### src/hdl/psdl_pkg.sv
`timescale 1ns / 1ps

package psdl_pkg;

    // Field widths
    localparam int HEIGHT_W = 32;
    localparam int ELEN_W   = 16;
    localparam int EPOCH_W  = 18;
    localparam int SIZE_W   = 41;

    // Shared serial divider: dividend and divisor widths
    localparam int DIV_N   = 34;
    localparam int DIV_D   = 18;
    localparam int DIV_CNT_W = $clog2(DIV_N);

    // Epoch length handling
    localparam logic [ELEN_W-1:0] ELEN_RESET = 16'd60000;
    localparam logic [ELEN_W-1:0] ELEN_MIN   = 16'd30000;

    // Unit counts: base / unit as counts, growth / unit as shift amounts
    localparam logic [DIV_N-1:0] DS_BASE_UNITS = 34'd8388608;  // 2^30 / 128
    localparam logic [DIV_N-1:0] CA_BASE_UNITS = 34'd524288;   // 2^25 / 64
    localparam int DS_GROWTH_SH = 16;                          // 2^23 / 128
    localparam int CA_GROWTH_SH = 12;                          // 2^18 / 64
    localparam int DS_UNIT_SH   = 7;                           // 128-byte units
    localparam int CA_UNIT_SH   = 6;                           // 64-byte units

    // Selector codes
    localparam logic KIND_DATASET = 1'b0;
    localparam logic KIND_CACHE   = 1'b1;

    typedef struct packed {
        logic [HEIGHT_W-1:0] height;
        logic                kind;
    } cmd_t;

    typedef struct packed {
        logic [EPOCH_W-1:0] epoch;
        logic [SIZE_W-1:0]  size_bytes;
    } res_t;

    typedef struct packed {
        logic             start;
        logic [DIV_N-1:0] dividend;
        logic [DIV_D-1:0] divisor;
    } div_req_t;

    typedef struct packed {
        logic             done;
        logic [DIV_N-1:0] quotient;
        logic [DIV_D-1:0] remainder;
    } div_rsp_t;

    typedef enum logic [1:0] {
        ST_IDLE,
        ST_EPOCH,
        ST_ISSUE,
        ST_TEST
    } state_t;

endpackage

### src/hdl/psdl_serdiv.sv
`timescale 1ns / 1ps

module psdl_serdiv (
    input  logic                clk,
    input  logic                rst_n,
    input  psdl_pkg::div_req_t  req,
    output psdl_pkg::div_rsp_t  rsp
);
    import psdl_pkg::*;

    logic                 busy_reg, busy_next;
    logic                 done_reg, done_next;
    logic [DIV_CNT_W-1:0] cnt_reg, cnt_next;
    logic [DIV_N-1:0]     dq_reg, dq_next;
    logic [DIV_D-1:0]     rem_reg, rem_next;
    logic [DIV_D-1:0]     dsr_reg, dsr_next;
    logic [DIV_D:0]       partial;
    logic [DIV_D:0]       diff;

    // One quotient bit per cycle, restoring
    always_comb
    begin
        partial   = {rem_reg, dq_reg[DIV_N-1]};
        diff      = partial - {1'b0, dsr_reg};
        busy_next = busy_reg;
        done_next = 1'b0;
        cnt_next  = cnt_reg;
        dq_next   = dq_reg;
        rem_next  = rem_reg;
        dsr_next  = dsr_reg;
        if (busy_reg)
        begin
            if (partial >= {1'b0, dsr_reg})
            begin
                rem_next = diff[DIV_D-1:0];
                dq_next  = {dq_reg[DIV_N-2:0], 1'b1};
            end
            else
            begin
                rem_next = partial[DIV_D-1:0];
                dq_next  = {dq_reg[DIV_N-2:0], 1'b0};
            end
            if (cnt_reg == '0)
            begin
                busy_next = 1'b0;
                done_next = 1'b1;
            end
            else
            begin
                cnt_next = cnt_reg - 1'b1;
            end
        end
        else if (req.start)
        begin
            busy_next = 1'b1;
            cnt_next  = DIV_CNT_W'(DIV_N - 1);
            dq_next   = req.dividend;
            rem_next  = '0;
            dsr_next  = req.divisor;
        end
    end

    always_ff @(posedge clk or negedge rst_n)
    begin
        if (!rst_n)
        begin
            busy_reg <= 1'b0;
            done_reg <= 1'b0;
            cnt_reg  <= '0;
        end
        else
        begin
            busy_reg <= busy_next;
            done_reg <= done_next;
            cnt_reg  <= cnt_next;
        end
    end

    always_ff @(posedge clk)
    begin
        dq_reg  <= dq_next;
        rem_reg <= rem_next;
        dsr_reg <= dsr_next;
    end

    assign rsp.done      = done_reg;
    assign rsp.quotient  = dq_reg;
    assign rsp.remainder = rem_reg;

endmodule

### src/hdl/prime_sized_dataset_length.sv
`timescale 1ns / 1ps

// Channel   | Direction | Signals                  | Transfer
// ----------+-----------+--------------------------+-------------------------------
// command   | in        | start, busy, cmd         | edge with start high, busy low
// result    | out       | done, result             | every cycle done is high
// config    | in        | cfg_we, cfg_wdata        | every edge with cfg_we high
//
// The epoch takes one pass of the shared bit-serial divider. Each trial
// divisor then costs a further pass (issue, quotient bits, test), so the time
// an item takes grows with the total trial divisors over all candidates tested.
// Reset sets epoch_length to 60000; there is no clearing pass.
// busy stays high until the result is out; done pulses one cycle, no stall.

module prime_sized_dataset_length (
    input  logic                         clk,
    input  logic                         rst_n,
    input  logic                         start,
    output logic                         busy,
    input  psdl_pkg::cmd_t               cmd,
    output logic                         done,
    output psdl_pkg::res_t               result,
    input  logic                         cfg_we,
    input  logic [psdl_pkg::ELEN_W-1:0]  cfg_wdata
);
    import psdl_pkg::*;

    state_t              state_reg, state_next;
    logic [ELEN_W-1:0]   elen_reg;
    logic [ELEN_W-1:0]   elen_eff;
    logic                kind_reg, kind_next;
    logic [EPOCH_W-1:0]  epoch_reg, epoch_next;
    logic [DIV_N-1:0]    cand_reg, cand_next;
    logic [DIV_D-1:0]    dvs_reg, dvs_next;
    logic                done_reg, done_next;
    res_t                res_reg, res_next;
    logic [DIV_N-1:0]    units0;
    div_req_t            div_req;
    div_rsp_t            div_rsp;

    psdl_serdiv u_div (
        .clk   (clk),
        .rst_n (rst_n),
        .req   (div_req),
        .rsp   (div_rsp)
    );

    // Epoch length register, saturated at the low end when used
    always_ff @(posedge clk or negedge rst_n)
    begin
        if (!rst_n)
            elen_reg <= ELEN_RESET;
        else if (cfg_we)
            elen_reg <= cfg_wdata;
    end

    assign elen_eff = (elen_reg < ELEN_MIN) ? ELEN_MIN : elen_reg;

    // First candidate unit count from the fresh epoch
    always_comb
    begin
        if (kind_reg == KIND_CACHE)
            units0 = (DIV_N'(div_rsp.quotient[EPOCH_W-1:0]) << CA_GROWTH_SH)
                     + CA_BASE_UNITS - 1'b1;
        else
            units0 = (DIV_N'(div_rsp.quotient[EPOCH_W-1:0]) << DS_GROWTH_SH)
                     + DS_BASE_UNITS - 1'b1;
    end

    // Sequencer: epoch division, then trial division per candidate
    always_comb
    begin
        state_next = state_reg;
        kind_next  = kind_reg;
        epoch_next = epoch_reg;
        cand_next  = cand_reg;
        dvs_next   = dvs_reg;
        done_next  = 1'b0;
        res_next   = res_reg;
        div_req.start    = 1'b0;
        div_req.dividend = DIV_N'(cmd.height);
        div_req.divisor  = DIV_D'(elen_eff);
        unique case (state_reg)
            ST_IDLE:
            begin
                if (start)
                begin
                    kind_next     = cmd.kind;
                    div_req.start = 1'b1;
                    state_next    = ST_EPOCH;
                end
            end
            ST_EPOCH:
            begin
                if (div_rsp.done)
                begin
                    epoch_next = div_rsp.quotient[EPOCH_W-1:0];
                    cand_next  = units0;
                    dvs_next   = DIV_D'(2);
                    state_next = ST_ISSUE;
                end
            end
            ST_ISSUE:
            begin
                div_req.start    = 1'b1;
                div_req.dividend = cand_reg;
                div_req.divisor  = dvs_reg;
                state_next       = ST_TEST;
            end
            ST_TEST:
            begin
                if (div_rsp.done)
                begin
                    if (DIV_N'(dvs_reg) > div_rsp.quotient)
                    begin
                        // no divisor up to the square root: prime
                        res_next.epoch = epoch_reg;
                        if (kind_reg == KIND_CACHE)
                            res_next.size_bytes = SIZE_W'(cand_reg) << CA_UNIT_SH;
                        else
                            res_next.size_bytes = SIZE_W'(cand_reg) << DS_UNIT_SH;
                        done_next  = 1'b1;
                        state_next = ST_IDLE;
                    end
                    else if (div_rsp.remainder == '0)
                    begin
                        // composite: step down one unit
                        cand_next  = cand_reg - 1'b1;
                        dvs_next   = DIV_D'(2);
                        state_next = ST_ISSUE;
                    end
                    else
                    begin
                        // after 2 only odd divisors matter
                        if (dvs_reg == DIV_D'(2))
                            dvs_next = DIV_D'(3);
                        else
                            dvs_next = dvs_reg + DIV_D'(2);
                        state_next = ST_ISSUE;
                    end
                end
            end
            default:
            begin
                state_next = ST_IDLE;
            end
        endcase
    end

    always_ff @(posedge clk or negedge rst_n)
    begin
        if (!rst_n)
        begin
            state_reg <= ST_IDLE;
            done_reg  <= 1'b0;
        end
        else
        begin
            state_reg <= state_next;
            done_reg  <= done_next;
        end
    end

    always_ff @(posedge clk)
    begin
        kind_reg  <= kind_next;
        epoch_reg <= epoch_next;
        cand_reg  <= cand_next;
        dvs_reg   <= dvs_next;
        res_reg   <= res_next;
    end

    assign busy   = (state_reg != ST_IDLE);
    assign done   = done_reg;
    assign result = res_reg;

endmodule

### config.mk
export PLATFORM = sky130hd
export DESIGN_NAME = prime_sized_dataset_length
export DESIGN_NICKNAME = d
export VERILOG_FILES = /design/src/hdl/psdl_pkg.sv /design/src/hdl/psdl_serdiv.sv /design/src/hdl/prime_sized_dataset_length.sv
export SDC_FILE = /design/constraint.sdc
export NUM_CORES = 1
export LEC_CHECK = 0
export ABC_CLOCK_PERIOD_IN_PS = 5200
export BUFFER_PORTS_ARGS = -buffer_cell sky130_fd_sc_hd__buf_2
export CELL_PAD_IN_SITES_DETAIL_PLACEMENT = 0
export CELL_PAD_IN_SITES_GLOBAL_PLACEMENT = 2
export CORE_ASPECT_RATIO = 1.25
export CORE_MARGIN = 2
export CORE_UTILIZATION = 40
export DETAILED_ROUTE_END_ITERATION = 10
export PLACE_DENSITY_LB_ADDON = 0.1
export SYNTH_ARGS = -nofsm -noshare
export SYNTH_HDL_FRONTEND = slang
export SYNTH_SLANG_ARGS = --single-unit
### constraint.sdc
create_clock -name clk -period 5.2 [get_ports clk]
set_input_delay 0.26 -clock clk [delete_from_list [all_inputs] [get_ports clk]]
set_output_delay 0.26 -clock clk [all_outputs]
set_load 0.02 [all_outputs]
== Yosys cells after proc, flatten, opt, wreduce, memory -nomap -nowiden ==
Index checks and enable logic that the tools add are counted.
Storage, ports and cells
  flip-flop bits (word level): 227
  input bits: 53
  logic and storage cells: 93
Cells by class
  add/sub/neg operators: 8
  order comparisons: 3
  eq/ne operators: 10
  multiplexer cells: 39
  bitwise logic cells: 1
  reductions and logical operators: 14
Operator list (count)
  $mux 34: 7
  $mux 18: 8
  $pmux 34 s2: 1
  $sub 34x1->34 const B: 2
  $mux 52: 1
  $mux 40: 1
  $pmux 18 s2: 1
  $add 34x24->34 const B: 1
  $gt 18x34->1: 1
  $sub 31x1->32 const B: 1
  $add 30x20->31 const B: 1
  $ge 19x18->1: 1
  $add 18x2->18 const B: 1
  $eq 18x2->1 const B: 1
  $logic_not 18->1: 1
  $mux 6: 3
  $sub 18x18->18: 1
  $lt 16x15->1 const B: 1
  $mux 16: 1
  $mux 1: 10
  $mux 2: 4
  $ne 2x2->1 const B: 4
  $pmux 2 s4: 1
  $reduce_and 2->1: 4
  12 further kinds: 17

== Logic depth before layout (Yosys ltp) ==
  depth in word-level cells: 6
  mapped depth: 11
  mapped depth without buffers: 10

== Hierarchy ==
A second synthesis with hierarchy kept.
Unflattened totals
  cells, all modules: 1139
  area, all modules: 12331.8 um2
Modules (own cells, without submodules)
  prime_sized_dataset_length: instances 1, cells each 771, area an instance 8041.5 um2, seq. area each 4207.8 um2
  psdl_serdiv: instances 1, cells each 368, area an instance 4290.4 um2, seq. area each 2302.2 um2

== Worst setup path before layout ==
OpenSTA, ideal clock, no wires.
  path type: register to register
  start: register u_div.dq_reg[13]
  end: register cand_reg[0] (enable)
  setup time: 394 ps
  data arrival time: 3615 ps
  data required time: 4806 ps
  setup slack: 1191 ps
  stages on the path, launching flop included: 11
  path buffers: 1
  clock period less this slack: 4009 ps
  cell sequence: edfxtp_1 clkbuf_1 inv_1 ha_1 nand4_1 or4_1 mux2i_1 or4_1 a31oi_1 nor2_1 and2_1
On the way
  cells in the longest elaborated chain, start to end: 3
RTL lines
  from (decl): RTL line psdl_serdiv.sv:14  | logic [DIV_N-1:0] dq_reg, dq_next;
  from (signal assigned): RTL line psdl_serdiv.sv:81  | dq_reg <= dq_next;
  $gt 18x34->1: RTL line prime_sized_dataset_length.sv:114  | if (DIV_N'(dvs_reg) > div_rsp.quotient)
  $ne 2x2->1 (no line)
  $reduce_and 5->1 (no line)
  to (signal assigned): RTL line prime_sized_dataset_length.sv:168  | cand_reg <= cand_next;
  to (decl): RTL line prime_sized_dataset_length.sv:33  | logic [DIV_N-1:0] cand_reg, cand_next;
No other way between the ends.
A chain may end at the register's enable or synchronous reset.

== Worst setup path in the final report ==
  start: register dvs_reg[15]
  end: register res_reg (netlist bit result[26]) (enable)
On the way
  cells in the longest elaborated chain, start to end: 2
RTL lines
  from (decl): RTL line prime_sized_dataset_length.sv:34  | logic [DIV_D-1:0] dvs_reg, dvs_next;
  from (signal assigned): RTL line prime_sized_dataset_length.sv:169  | dvs_reg <= dvs_next;
  $gt 18x34->1: RTL line prime_sized_dataset_length.sv:114
  $reduce_and 3->1 (no line)
  to (signal assigned): RTL line prime_sized_dataset_length.sv:170  | res_reg <= res_next;
  to (decl): RTL line prime_sized_dataset_length.sv:36  | res_t res_reg, res_next;
No other way between the ends.

==> impl_metrics.toml <==
[sta]
worst_slew_pin_slew_ps = 1090
finalSetupTns_ps = 0
hold_viol_final = 0
slew_headroom_pct = 27.3
max_freq_ghz = 0.272
fin_crit_sh_pct = 70.7
min_period_ps = 3680
setup_viol = 0
slew_violations = 0
finalHoldWorstSlack_ps = 106
rsz0062_at_grt = "no"
skew_ps = 16.3
fin_ws_ps = 1520

[finish]
fin_util_pct = 47.4
final_layout_size_suffix_gt1_share_pct = 19.6
antenna_cells = 0
multi_input_area_mm2 = 0.00501
areaGrowthSynthToFinish_pct = 16.7
register_area_mm2 = 0.00651
largest_register_ffs = 53
final.fill_count = 2762
nNetsFinal = 1260

[synth]
synth_seq_cells = 221
synth.avg_cell_area_um2 = 11.4
synth_edf_count = 194
ys_top_cells_by_area = "edfxtp_1, dfrtp_1, ha_1, mux2_2, mux2i_1"
syn_inst = 1050
dominantRegCellSynth = "edfxtp_1"
seq_area_frac_synth_pct = 54.6
synth_cell_types = 72
synth_area_mm2 = 0.0119
synth_top_area_share_pct = 48.9
ys_async_sr_fraction_pct = 12.2
synth.yosys.warnings = 0
yosysTopAreaCell = "edfxtp_1"

[placement]
post-place-ws_ps = 1500
hpwl_um = 23300
portBuffers = 107
gp_congestion = 0.832

[pwr]
netSwitchingFraction_pct = 35.5
pwr-share-comb_pct = 32.4
p_seq_share_pct = 39.8
p_int_mw = 4.51
p_leak_nw = 5.44
clkPwrFrac_pct = 27.8
peakVddDrop_v = 0.000207
switching_power_mw = 2.48
powerDensity_mw_per_mm2 = 503

[die]
rows = 70
dieArea_mm2 = 0.0312
die_y_um = 197
core_area_mm2 = 0.0293
start_util_pct = 40.6
pin_count = 114
die_w_um = 158

[grt]
grt_remaining_overflow = 0
grt_pass1_wl_um = 49200
antenna_found_initial = 0
grt_use_total_pct = 20.8
grt_max_degree = 66
grt_pass1_vias = 8386

[worst_setup_path]
path_max_fanout = 34
reg2reg_depth = 8
arrival_ps = 3880
r2r-start = "dvs_reg[15]$_SDFFCE_PP0P_"
criticalPathCategory = "register to register"
crit_required_ps = 5410
endpoint_kind = "register"
start_kind = "register"
cp-startpoint = "dvs_reg[15]$_SDFFCE_PP0P_"

[clock_network]
clock_path_buffers = 3
cts_buffers = 26
cts_tree = "done"
cts_setup_buffers = 0
clk_latency_ps = 530
h-tree-depth = 1
clock_sinks = 221
cts_root_buf = "clkbuf_16"
clkTransAtPathRegs_ps = 60

[route]
drt-vias-per-instance = 5.29
first_iter_violations = 545
wl_um = 32200
ant_nets = 0
vias = 8375
drc_errors = 0
firstDrtPassIters = 5
post_drt_wl_per_cell_um = 20.3

[worst_hold_path]
hold_path_depth = 3
hold_path_class = "input pin to register"
hp-start = "cmd[4]"

[run_status]
run_status = "complete, no violations"

[job]
maxCapViolations = 0
==> cells in the mapped netlist (all sizes together) (30+ instances only) <==
master,count
edfxtp,194
nand2,104
o21ai,73
nor2,62
inv,50
mux2i,49
xnor2,47
mux2,44
ha,40
a21oi,38
nand3,35
clkbuf,30
==> layer usage <==
layer	GRT usage [%]	routed length, µm
met5	0	0
met4	7.17	1080
met3	2.41	1070
met2	36.1	16100
met1	26.9	13900
==> power groups by stage <==
stage	Clock [mW]	Combinational, mW	Sequential (mW)
6_report	1.95	2.26	2.79
2_1_floorplan	0	1.70	2.67
4_1_cts	1.99	2.28	2.79
3_3_place_gp	0	2.27	2.81
5_1_grt	2.05	2.54	2.84
3_5_place_dp	0	2.26	2.82
==> kinds of logic after synthesis <==
group	count (synthesis)	synth area share [%]
other	1	0.0314
adder cells (fa/ha/maj)	41	4.37
flip-flops	221	54.6
multiplexers	93	8.27
AND/OR/NAND/NOR	330	14.1
buffers and inverters	104	3.65
AO/OA/AOI/OAI	186	9.57
XOR/XNOR	74	5.44
==> metrics by stage <==
stage               area (µm²)  total power, mW  std cells
floorplan                11900             4.36       1055
global placement         12800             5.08       1515
detailed placement       12800             5.08       1515
CTS                      13900             7.06       1582
global route             13900             7.43       1582
finish                   13900             7.00       1582
==> cell usage in the layout (no fill, tap or decap), types with 12 or more instances in the layout <==
master / instances
nor4_1: 14
ha_1: 40
o21ai_0: 71
a21oi_1: 37
inv_1: 49
nand3_1: 35
dlygate4sd3_1: 19
nor2_1: 60
edfxtp_1: 194
xor2_1: 27
mux2_2: 44
nor3_1: 21
dfrtp_1: 19
nor2b_1: 12
buf_2: 107
clkbuf_16: 27
xnor2_1: 47
mux2i_1: 49
nand2_1: 104
==> critical path, stage by stage (launching register included) <==
cell	delay [ps]
edfxtp_1	500
ha_1	350
a21oi_1	60
o21ai_0	270
mux2i_1	120
or4_1	420
a31oi_1	360
and2_2	840
buf_4	410
==> cell type report <==
class / count / share of cell area [%]
clock buffer: 29 / 4.91
timing repair buffer: 136 / 5.75
tap: 396 / 3.56
clock inverter: 19 / 1.61
inverter: 51 / 1.38
sequential: 221 / 46.8
multi-input combinational: 730 / 36.0
==> timing repair <==
action | CTS | global route
gates resized for setup | 0 | 0
hold buffers | 19 | 0
endpoints found under the setup margin | 0 | 0
endpoints found under the hold margin | 38 | 0
==> final timing paths <==
| path | to | slack, ps |
|---|---|---|
| setup / recovery | result[26]$_DFFE_PP_ | 1520 |
| hold / removal | u_div.dq_reg[3]$_DFFE_PP_ | 110 |
| setup reg to reg | result[26]$_DFFE_PP_ | 1520 |
| hold reg to reg | result[48]$_DFFE_PP_ | 420 |
| max in group asynchronous | u_div.busy_reg$_DFF_PN0_ | 4440 |
| min in group asynchronous | elen_reg[8]$_DFFE_PN0P_ | 310 |
No activity file was read; power rests on OpenSTA's default activity.
